<file path="config.mk">
export PLATFORM = sky130hd
export DESIGN_NAME = telnet_record_deframer_negotiator
export DESIGN_NICKNAME = d
export VERILOG_FILES = /design/src/hdl/tnd_pkg.sv /design/src/hdl/tnd_negotiate.sv /design/src/hdl/tnd_parser.sv /design/src/hdl/telnet_record_deframer_negotiator.sv
export SDC_FILE = /design/constraint.sdc
export NUM_CORES = 1
export LEC_CHECK = 0
export BUFFER_PORTS_ARGS = -buffer_cell sky130_fd_sc_hd__buf_2
export CORE_UTILIZATION = 57
export CTS_CLUSTER_DIAMETER = 50
export CTS_CLUSTER_SIZE = 10
export DETAILED_ROUTE_END_ITERATION = 12
export PLACE_DENSITY = 0.77
export SYNTH_ARGS = -nofsm -noshare
export SYNTH_HDL_FRONTEND = slang
export SYNTH_HIERARCHICAL = 1
export SYNTH_SLANG_ARGS = --single-unit
</file>
<file path="constraint.sdc">
create_clock -name clk -period 5.6 [get_ports clk]
set_input_delay 0.28 -clock clk [delete_from_list [all_inputs] [get_ports clk]]
set_output_delay 0.28 -clock clk [all_outputs]
set_load 0.01 [all_outputs]
</file>
<file path="src/hdl/tnd_pkg.sv">
// tnd_pkg: types, codes and helpers of the telnet record deframer and negotiator
// no dependencies; imported by tnd_negotiate, tnd_parser and the top level
`default_nettype none

package tnd_pkg;

	// record header length and the header octets that are captured
	localparam int HEADER_BYTES = 10;
	localparam int COUNT_W = $clog2(HEADER_BYTES + 1);
	localparam logic [COUNT_W-1:0] HDR_LEN = COUNT_W'(HEADER_BYTES);
	localparam logic [COUNT_W-1:0] FLAGS_POS = COUNT_W'(7);
	localparam logic [COUNT_W-1:0] OPCODE_POS = COUNT_W'(9);

	// telnet command octets
	localparam logic [7:0] C_IAC = 8'd255;
	localparam logic [7:0] C_SE = 8'd240;
	localparam logic [7:0] C_SB = 8'd250;
	localparam logic [7:0] C_WILL = 8'd251;
	localparam logic [7:0] C_DONT = 8'd254;
	localparam logic [7:0] C_EOR = 8'd239;

	// known options
	localparam logic [7:0] OPT_BINARY = 8'd0;
	localparam logic [7:0] OPT_TTYPE = 8'd24;
	localparam logic [7:0] OPT_EOR = 8'd25;
	localparam logic [7:0] OPT_ENVIRON = 8'd39;

	// negotiation verbs
	localparam logic [1:0] V_WILL = 2'd0;
	localparam logic [1:0] V_WONT = 2'd1;
	localparam logic [1:0] V_DO = 2'd2;
	localparam logic [1:0] V_DONT = 2'd3;

	// event kinds
	localparam logic [2:0] EV_BODY = 3'd0;
	localparam logic [2:0] EV_REC_END = 3'd1;
	localparam logic [2:0] EV_SB_BYTE = 3'd2;
	localparam logic [2:0] EV_SB_END = 3'd3;
	localparam logic [2:0] EV_REPLY = 3'd4;
	localparam logic [2:0] EV_IGNORED = 3'd5;

	// parser state, one-hot
	typedef enum logic [4:0] {
		PS_DATA = 5'b00001,
		PS_IAC = 5'b00010,
		PS_VERB = 5'b00100,
		PS_SB = 5'b01000,
		PS_SBIAC = 5'b10000
	} parse_state_t;

	// per-option agreement flags: bit0 binary, bit1 ttype, bit2 eor, bit3 environ
	typedef struct packed {
		logic [3:0] peer_will;
		logic [3:0] peer_do;
		logic [3:0] sent_do;
		logic [3:0] sent_will;
	} opt_sets_t;

	localparam opt_sets_t OPT_SETS_RESET = '{
		peer_will: 4'b0000,
		peer_do: 4'b0000,
		sent_do: 4'b1010,
		sent_will: 4'b0000
	};

	// one result item
	typedef struct packed {
		logic [2:0] kind;
		logic [7:0] data;
		logic [1:0] verb;
		logic [7:0] option;
		logic [7:0] flags;
		logic [7:0] opcode;
		logic short_rec;
	} event_t;

	function automatic logic [3:0] option_bit(input logic [7:0] o);
		logic [3:0] b;
		begin
			b = 4'b0000;
			if (o == OPT_BINARY) b = 4'b0001;
			if (o == OPT_TTYPE) b = 4'b0010;
			if (o == OPT_EOR) b = 4'b0100;
			if (o == OPT_ENVIRON) b = 4'b1000;
			return b;
		end
	endfunction

endpackage

`default_nettype wire

</file>
<file path="src/hdl/tnd_negotiate.sv">
// tnd_negotiate: option agreement check for one WILL/WONT/DO/DONT request
// depends on tnd_pkg
`default_nettype none

module tnd_negotiate (
	input wire logic [1:0] verb,
	input wire logic [7:0] option,
	input wire tnd_pkg::opt_sets_t sets,
	output tnd_pkg::opt_sets_t sets_next,
	output logic reply,
	output logic [1:0] reply_verb
);
	import tnd_pkg::*;

	logic [3:0] b;
	logic known;

	assign b = option_bit(option);
	assign known = |b;

	always_comb begin
		sets_next = sets;
		reply = 1'b0;
		reply_verb = V_WILL;
		case (verb)
			V_WILL: begin
				if (!known) begin
					reply = 1'b1;
					reply_verb = V_DONT;
				end else if ((sets.peer_will & b) == 4'b0000) begin
					sets_next.peer_will = sets.peer_will | b;
					if ((sets.sent_do & b) == 4'b0000) begin
						sets_next.sent_do = sets.sent_do | b;
						reply = 1'b1;
						reply_verb = V_DO;
					end
				end
			end
			V_WONT: begin
				if (known && (sets.peer_will & b) != 4'b0000) begin
					sets_next.peer_will = sets.peer_will & ~b;
					sets_next.sent_do = sets.sent_do & ~b;
					reply = 1'b1;
					reply_verb = V_DONT;
				end
			end
			V_DO: begin
				if (!known) begin
					reply = 1'b1;
					reply_verb = V_WONT;
				end else if ((sets.peer_do & b) == 4'b0000) begin
					if (option == OPT_BINARY || option == OPT_EOR) begin
						sets_next.peer_do = sets.peer_do | b;
						if ((sets.sent_will & b) == 4'b0000) begin
							sets_next.sent_will = sets.sent_will | b;
							reply = 1'b1;
							reply_verb = V_WILL;
						end
					end else begin
						// terminal type and environ are refused
						reply = 1'b1;
						reply_verb = V_WONT;
					end
				end
			end
			default: begin
				if (known && (sets.peer_do & b) != 4'b0000) begin
					sets_next.peer_do = sets.peer_do & ~b;
					sets_next.sent_will = sets.sent_will & ~b;
					reply = 1'b1;
					reply_verb = V_WONT;
				end
			end
		endcase
	end

endmodule

`default_nettype wire

</file>
<file path="src/hdl/tnd_parser.sv">
// tnd_parser: parse state, record header capture and option flags, one octet per step
// depends on tnd_pkg and tnd_negotiate
`default_nettype none

module tnd_parser (
	input wire logic clk,
	input wire logic arst_n,
	input wire logic step,
	input wire logic [7:0] rx_byte,
	output logic fire,
	output tnd_pkg::event_t ev
);
	import tnd_pkg::*;

	parse_state_t state_q, state_d;
	logic [1:0] held_verb_q, held_verb_d;
	logic [COUNT_W-1:0] count_q, count_d;
	logic [7:0] flags_q, flags_d;
	logic [7:0] opcode_q, opcode_d;
	opt_sets_t sets_q, sets_d, sets_neg;
	logic neg_reply;
	logic [1:0] neg_verb;

	tnd_negotiate u_neg (
		.verb(held_verb_q),
		.option(rx_byte),
		.sets(sets_q),
		.sets_next(sets_neg),
		.reply(neg_reply),
		.reply_verb(neg_verb)
	);

	always_comb begin
		state_d = state_q;
		held_verb_d = held_verb_q;
		count_d = count_q;
		flags_d = flags_q;
		opcode_d = opcode_q;
		sets_d = sets_q;
		fire = 1'b0;
		ev = '0;
		case (state_q)
			PS_IAC: begin
				state_d = PS_DATA;
				if (rx_byte == C_IAC) begin
					// escaped 255 is a record octet
					if (count_q < HDR_LEN) begin
						count_d = count_q + 1'b1;
						if (count_q == FLAGS_POS) flags_d = rx_byte;
						if (count_q == OPCODE_POS) opcode_d = rx_byte;
					end else begin
						fire = 1'b1;
						ev.kind = EV_BODY;
						ev.data = rx_byte;
					end
				end else if (rx_byte inside {[C_WILL:C_DONT]}) begin
					held_verb_d = rx_byte[1:0] - C_WILL[1:0];
					state_d = PS_VERB;
				end else if (rx_byte == C_SB) begin
					state_d = PS_SB;
				end else if (rx_byte == C_EOR) begin
					fire = 1'b1;
					ev.kind = EV_REC_END;
					if (count_q < HDR_LEN) begin
						ev.short_rec = 1'b1;
					end else begin
						ev.flags = flags_q;
						ev.opcode = opcode_q;
					end
					count_d = '0;
					flags_d = '0;
					opcode_d = '0;
				end else begin
					fire = 1'b1;
					ev.kind = EV_IGNORED;
					ev.data = rx_byte;
				end
			end
			PS_VERB: begin
				state_d = PS_DATA;
				sets_d = sets_neg;
				if (neg_reply) begin
					fire = 1'b1;
					ev.kind = EV_REPLY;
					ev.verb = neg_verb;
					ev.option = rx_byte;
				end
			end
			PS_SB: begin
				if (rx_byte == C_IAC) begin
					state_d = PS_SBIAC;
				end else begin
					fire = 1'b1;
					ev.kind = EV_SB_BYTE;
					ev.data = rx_byte;
				end
			end
			PS_SBIAC: begin
				if (rx_byte == C_IAC) begin
					state_d = PS_SB;
					fire = 1'b1;
					ev.kind = EV_SB_BYTE;
					ev.data = rx_byte;
				end else if (rx_byte == C_SE) begin
					state_d = PS_DATA;
					fire = 1'b1;
					ev.kind = EV_SB_END;
				end else begin
					state_d = PS_SB;
				end
			end
			default: begin
				state_d = PS_DATA;
				if (rx_byte == C_IAC) begin
					state_d = PS_IAC;
				end else if (count_q < HDR_LEN) begin
					count_d = count_q + 1'b1;
					if (count_q == FLAGS_POS) flags_d = rx_byte;
					if (count_q == OPCODE_POS) opcode_d = rx_byte;
				end else begin
					fire = 1'b1;
					ev.kind = EV_BODY;
					ev.data = rx_byte;
				end
			end
		endcase
	end

	always_ff @(posedge clk or negedge arst_n) begin
		if (!arst_n) begin
			state_q <= PS_DATA;
			held_verb_q <= V_WILL;
			count_q <= '0;
			flags_q <= '0;
			opcode_q <= '0;
			sets_q <= OPT_SETS_RESET;
		end else if (step) begin
			state_q <= state_d;
			held_verb_q <= held_verb_d;
			count_q <= count_d;
			flags_q <= flags_d;
			opcode_q <= opcode_d;
			sets_q <= sets_d;
		end
	end

endmodule

`default_nettype wire

</file>
<file path="src/hdl/telnet_record_deframer_negotiator.sv">
// telnet_record_deframer_negotiator: top level, input register, parser and result register
// depends on tnd_pkg and tnd_parser
`default_nettype none

//  channel | handshake          | payload
//  --------+--------------------+-----------------------------------------------
//  rx      | rx_valid, rx_stall | rx_byte
//  ev      | ev_valid, ev_stall | event_kind, data_byte, reply_verb, option_code,
//          |                    | record_flags, record_opcode, record_short
//
//  one octet per cycle while rx_stall is low: a request sits in the input register, is
//  parsed by the single-pass logic and lands in the result register
//  when a result is made, ev_valid rises once the octet has passed the input register and the result register
//  octets that make no result (header bytes, escapes, verbs) still pass the input register
//  arst_n clears the parser to the data state, the option flags to their defaults
//  and both registers to empty; a stalled ev holds its result and, once the
//  input register is also full, rx_stall is raised

module telnet_record_deframer_negotiator (
	input wire logic clk,
	input wire logic arst_n,
	input wire logic rx_valid,
	output logic rx_stall,
	input wire logic [7:0] rx_byte,
	output logic ev_valid,
	input wire logic ev_stall,
	output logic [2:0] event_kind,
	output logic [7:0] data_byte,
	output logic [1:0] reply_verb,
	output logic [7:0] option_code,
	output logic [7:0] record_flags,
	output logic [7:0] record_opcode,
	output logic record_short
);
	import tnd_pkg::*;

	// input register
	logic valid_s1;
	logic [7:0] byte_s1;

	// result register
	logic ev_valid_q;
	event_t ev_q;

	logic out_free;
	logic advance;
	logic rx_take;
	logic fire;
	event_t ev;

	// the result register can take a new result when empty or being drained
	assign out_free = !ev_valid_q || !ev_stall;
	assign advance = valid_s1 && out_free;
	assign rx_stall = valid_s1 && !out_free;
	assign rx_take = rx_valid && !rx_stall;

	tnd_parser u_parser (
		.clk(clk),
		.arst_n(arst_n),
		.step(advance),
		.rx_byte(byte_s1),
		.fire(fire),
		.ev(ev)
	);

	always_ff @(posedge clk or negedge arst_n) begin
		if (!arst_n) begin
			valid_s1 <= 1'b0;
		end else if (rx_take) begin
			valid_s1 <= 1'b1;
		end else if (advance) begin
			valid_s1 <= 1'b0;
		end
	end

	always_ff @(posedge clk) begin
		if (rx_take) begin
			byte_s1 <= rx_byte;
		end
	end

	// result register: loaded when the parsed octet moves on, else drained
	always_ff @(posedge clk or negedge arst_n) begin
		if (!arst_n) begin
			ev_valid_q <= 1'b0;
		end else if (advance) begin
			ev_valid_q <= fire;
		end else if (!ev_stall) begin
			ev_valid_q <= 1'b0;
		end
	end

	always_ff @(posedge clk) begin
		if (advance && fire) begin
			ev_q <= ev;
		end
	end

	assign ev_valid = ev_valid_q;
	assign event_kind = ev_q.kind;
	assign data_byte = ev_q.data;
	assign reply_verb = ev_q.verb;
	assign option_code = ev_q.option;
	assign record_flags = ev_q.flags;
	assign record_opcode = ev_q.opcode;
	assign record_short = ev_q.short_rec;

endmodule

`default_nettype wire
</file>
# After elaboration in Yosys (flattened, before gate mapping)
# Index checks and enable logic that the tools add are counted.
# word_totals
reg_bits	91
input_bits	12
out_inout_bits	40
word_cells	208
# op_classes
addsub	2
n_lt_le_gt_ge	3
eq_ne	29
n_mux	100
n_bitwise	18
n_reduce_logical	37
# op_table
cell	n
$mux W4	28
$mux W8	14
$mux W11	4
$pmux W4 S2	5
$and A4 B4 Y4	8
$eq A8 B8 Y1 const B	4
$pmux W8 S2	2
$pmux W8 S4	1
$mux W1	28
$pmux W5 S4	1
$ne A2 B2 Y1 const B	9
$eq A8 B5 Y1 const B	2
$logic_not A4 Y1	4
$or A4 B4 Y4	4
$mux W5	3
$reduce_and A7 Y1	2
$mux W2	6
$pmux W3 S4	1
$reduce_and A6 Y1	2
$mux W10	1
$mux W3	3
$eq A8 B6 Y1 const B	1
$ge A8 B8 Y1 const B	1
$le A8 B8 Y1 const B	1
other kinds (34)	54

# Longest topological paths before layout
# depth
ltp_word	15
depth_mapped	10
ltp_nobuf	9

# By module
# Netlist, hierarchy kept.
# modules_own_cells
mod	instances	cells_per_inst	area_each_um2	seq_area_each_um2
tnd_parser	1	260	2526.2	1079.8
telnet_record_deframer_negotiator	1	57	1480.2	1431.4
tnd_negotiate	1	103	685.7	0.0

# Least setup slack after synthesis
# OpenSTA, ideal clock, no wires.
# synth_path
path_kind	reg2reg
from	register byte_s1[3]
to	register ev_q, in the netlist data_byte[0], enable pin
setup_time_ns	0.446
arrival_ns	3.947
required_time_ns	5.154
slack_ns	1.207
path_stages_with_launch	10
path_buffers	0
synth_period_minus_slack_ns	4.393
cell_sequence	edfxtp_1 or4_4 nor3_2 o311a_1 a41oi_1 nand4_1 nand2_1 nand3_1 nand2_1 a21oi_1
# synth_via
elab_chain_cells	15
elab_cells_between_ends	48
# synth_rtl
item	line	text
start: declaration	telnet_record_deframer_negotiator.sv:39	logic [7:0] byte_s1;
start signal: assignment	telnet_record_deframer_negotiator.sv:78	byte_s1 <= rx_byte;
$logic_not A8 Y1	tnd_pkg.sv:81, tnd_negotiate.sv:52	
$mux W1	tnd_pkg.sv:81	if (o == OPT_BINARY) b = 4'b0001;
$mux W4	tnd_pkg.sv:82	if (o == OPT_TTYPE) b = 4'b0010;
$mux W4	tnd_pkg.sv:83	if (o == OPT_EOR) b = 4'b0100;
$mux W4	tnd_pkg.sv:84	if (o == OPT_ENVIRON) b = 4'b1000;
$and A4 B4 Y4	tnd_negotiate.sv:54	if ((sets.sent_will & b) == 4'b0000) begin
$logic_not A4 Y1	tnd_negotiate.sv:54	
$mux W1	tnd_negotiate.sv:54	
$mux W1	tnd_negotiate.sv:52	if (option == OPT_BINARY || option == OPT_EOR) begin
$mux W1	tnd_negotiate.sv:51	end else if ((sets.peer_do & b) == 4'b0000) begin
$mux W1	tnd_negotiate.sv:48	if (!known) begin
$pmux W1 S3 (*)	tnd_negotiate.sv:25	case (verb)
via u_parser.neg_reply	tnd_parser.sv:21	logic neg_reply;
$mux W1 (*)	tnd_parser.sv:82	if (neg_reply) begin
$pmux W1 S4 (*)	tnd_parser.sv:42	case (state_q)
via fire	telnet_record_deframer_negotiator.sv:48	logic fire;
$logic_and A1 B1 Y1 (*)	telnet_record_deframer_negotiator.sv:94	if (advance && fire) begin
end signal: assignment	telnet_record_deframer_negotiator.sv:95	ev_q <= ev;
end: declaration	telnet_record_deframer_negotiator.sv:43	event_t ev_q;
# Mark *: on every way through the listed nets, which the timed path passes. The rest lies on a longest branch.
# A chain may end at the register's enable or synchronous reset.

# Worst setup path in the final report
# layout_path
from	register byte_s1[2]
to	register ev_q, in the netlist data_byte[6], enable pin
# The elaborated chain is that of the path after synthesis.

==> impl_metrics.tcl <==
set metrics [dict create \
    dp_hpwl_um 6980 \
    grt-ovfl-total 0 \
    cts_tree "yes" \
    post_drt_wl_per_cell_um 17.8 \
    coreArea_mm2 0.00785 \
    cp_top_family "compound AO/OA/AOI/OAI gates" \
    first_pass_iters 5 \
    die-area_mm2 0.00860 \
    final_max_slew_viol_count 0 \
    ys_warn_count 6 \
    synth_top_area_share_pct 29.4 \
    criticalPathCategory "register to register" \
    end_kind "register" \
    synth.avg_cell_area_um2 11.2 \
    clock_latency_ns 0.36 \
    setup_viol 0 \
    cpPeakStageDelay_ns 0.86 \
    area_delta_synth_final_pct 11.0 \
    row_count 32 \
    hold_viol 0 \
    power.density_mw_per_mm2 378 \
    final_cell_mix "buf_2, edfxtp_1, nand2_1" \
    critPathArrivalTime_ns 4.01 \
    synth_cell_types 72 \
    synth_fp_nets 437 \
    htree_levels 3 \
    place_congestion 0.901 \
    async_reset_ff_share_pct 49.5 \
    worst_setup_path_start_kind "register" \
    cts_buffers 9 \
    start_util_pct 59.8 \
    cts_setup_buffers 0 \
    diodes 0 \
    cp.required_ns 5.58 \
    via_per_inst 6.02 \
    ys_top_cells_by_area "edfxtp_1, dfrtp_1, mux2_2" \
    drv_cap 0 \
    clkTransAtPathRegs_ns 0.09 \
    grt_pass1_wl_um 16400 \
    dieHeight_um 92.7 \
    ctsResizeCount 0 \
    synth_seq_cells 91 \
    grt_util_all_layers_pct 25.2 \
    status "finished clean" \
    synth_area_leader_cell "edfxtp_1" \
    ioPinCount 52 \
    worst_pin_slew_ns 1.13 \
    grt_max_degree 46 \
    crit_top_cell "nand2_1" \
    peakVddDrop_uv 224 \
    fin_ws_ns 1.57 \
    cts_hold_buf 0 \
    timing.critical_path.buf_inv 0 \
    hold_class "primary input to asynchronous set/reset pin" \
    fin_nets 479 \
    synth_edf_count 46 \
    cp_max_fo 38 \
    ant_nets 0 \
    final_common_cell "buf_2" \
    drtIter0Drc 213 \
    drt-total-wl_um 10100 \
    grt_pass1_vias 3221 \
    antenna_found_initial 0 \
    seq_area_frac_synth_pct 53.5 \
    max_freq_mhz 248 \
    drcViolationCount 0 \
    clkSinkCount 91 \
    period_share_pct 72.0 \
    syn-cell-area_mm2 0.00469 \
    cp_slowest_cell "a21oi_4" \
    pre_cts_ws_ns 1.62 \
    clockBufferDepth 2 \
    num_vias 3423 \
    cts_root_buffer "clkbuf_8" \
    io_buffers 51 \
    fin_tns_setup_ns 0 \
    drive_above_1_share_pct 24.8 \
    die_x_um 92.7 \
    slew_headroom_pct 24.6 \
    syn_inst 420 \
    finClkSkew_ns 0.0115 \
    min_period_ns 4.03 \
    rsz0062_at_grt "no" \
    ys.flop_type "edfxtp_1" \
    path_cells "or3_1 -> nor3_1 -> a222oi_1 -> nand2_1 -> nand4_1 -> nand2_1 -> nand3_1 -> nand2_1 -> a21oi_4" \
    leakagePower_uw 0.00212 \
]
-- sequential cells by signal, summed over array words and instances, names as in the netlist --
register and count:
record_flags 8, ev_valid 1, record_short 1, u_parser/flags_q 8, option_code 8, reply_verb 2, data_byte 8, valid_s1 1
u_parser/state_q 5, u_parser/held_verb_q 2, u_parser/count_q 4, byte_s1 8, u_parser/opcode_q 8, event_kind 3, u_parser/sets_q 16, record_opcode 8
-- worst register-to-register path, delay by kind of cell (launching register included) --
| family | cells | cell delay, ns |
|---|---|---|
| flip-flops | 1 | 0.66 |
| AO/OA/AOI/OAI | 2 | 1.65 |
| AND/OR/NAND/NOR | 7 | 1.35 |
-- Yosys cell counts, types with 3 or more instances --
cell type   n
and3_1     10
or3_1       4
o21ai_1     5
a21boi_0    6
o31ai_1     5
mux2_2     18
mux2i_1    18
edfxtp_1   46
inv_1      12
nor3_1      6
or2_2       5
buf_2       4
o21a_1      4
a21oi_1    13
nand4_1     7
o21ai_0    18
dfstp_2     3
a31oi_1     3
a211oi_1    3
nor2_1     31
ha_1        5
nand3_1    13
dfrtp_1    42
buf_6       4
clkbuf_1   11
and2_1     19
nand2_1    44
-- cell families (layout without fill, tap and decap cells) --
family / after synthesis / count (layout) / share of synthesized area, %
and+or+nand+nor: 166 / 166 / 19.5
DFF: 91 / 91 / 53.5
AOI/OAI and AO/OA: 87 / 87 / 13.5
muxes: 36 / 36 / 8.16
buffers and inverters: 33 / 80 / 3.55
adders and majority gates: 5 / 5 / 1.33
xor gates and xnor gates: 2 / 2 / 0.373
-- final timing paths --
kind / end / start / cells past startpoint / slack [ns]
max in group asynchronous: u_parser/sets_q[8] / arst_n / 1 / 4.87
setup reg to reg: data_byte[6] / byte_s1[2] / 9 / 1.57
hold / removal: u_parser/state_q[4] / arst_n / 1 / 0.10
hold reg to reg: u_parser/opcode_q[2] / u_parser/opcode_q[2] / 2 / 0.52
setup / recovery: data_byte[6] / byte_s1[2] / 9 / 1.57
min in group clk: byte_s1[3] / rx_byte[3] / 1 / 0.10
-- final cells by class --
type | count | area, µm²
Sequential cell | 91 | 2510
Tap cell | 102 | 128
Clock buffer | 10 | 138
Timing Repair Buffer | 52 | 263
Fill cell | 633 | 2640
Inverter | 12 | 45.0
Multi-Input combinational cell | 296 | 2030
Clock inverter | 6 | 93.8
-- metrics by stage --
step	hold WS, ns	instances	utilization [%]	area, µm²	power (µW)
2_1_floorplan	-0.0156	420	-	4690	1290
3_3_place_gp	0.458	553	63.4	4980	1440
3_5_place_dp	0.459	553	63.4	4980	1470
4_1_cts	0.0908	569	66.4	5210	1980
5_1_grt	0.0891	569	66.4	5210	2070
6_report	0.101	569	66.4	5210	1970
-- routing by layer --
layer  global-route usage (%)  vias up  wire length, µm
met5                        0        -                0
met3                     4.93       22              631
li1                         -     1632                -
met2                     39.5      134             4750
met4                     10.5        0              229
met1                     34.5     1635             4530
-- power breakdown --
part / internal, µW / switching [µW]
Sequential: 908 / 111
Clock: 269 / 243
Combinational: 163 / 274
(Power assumes the default switching activity.)
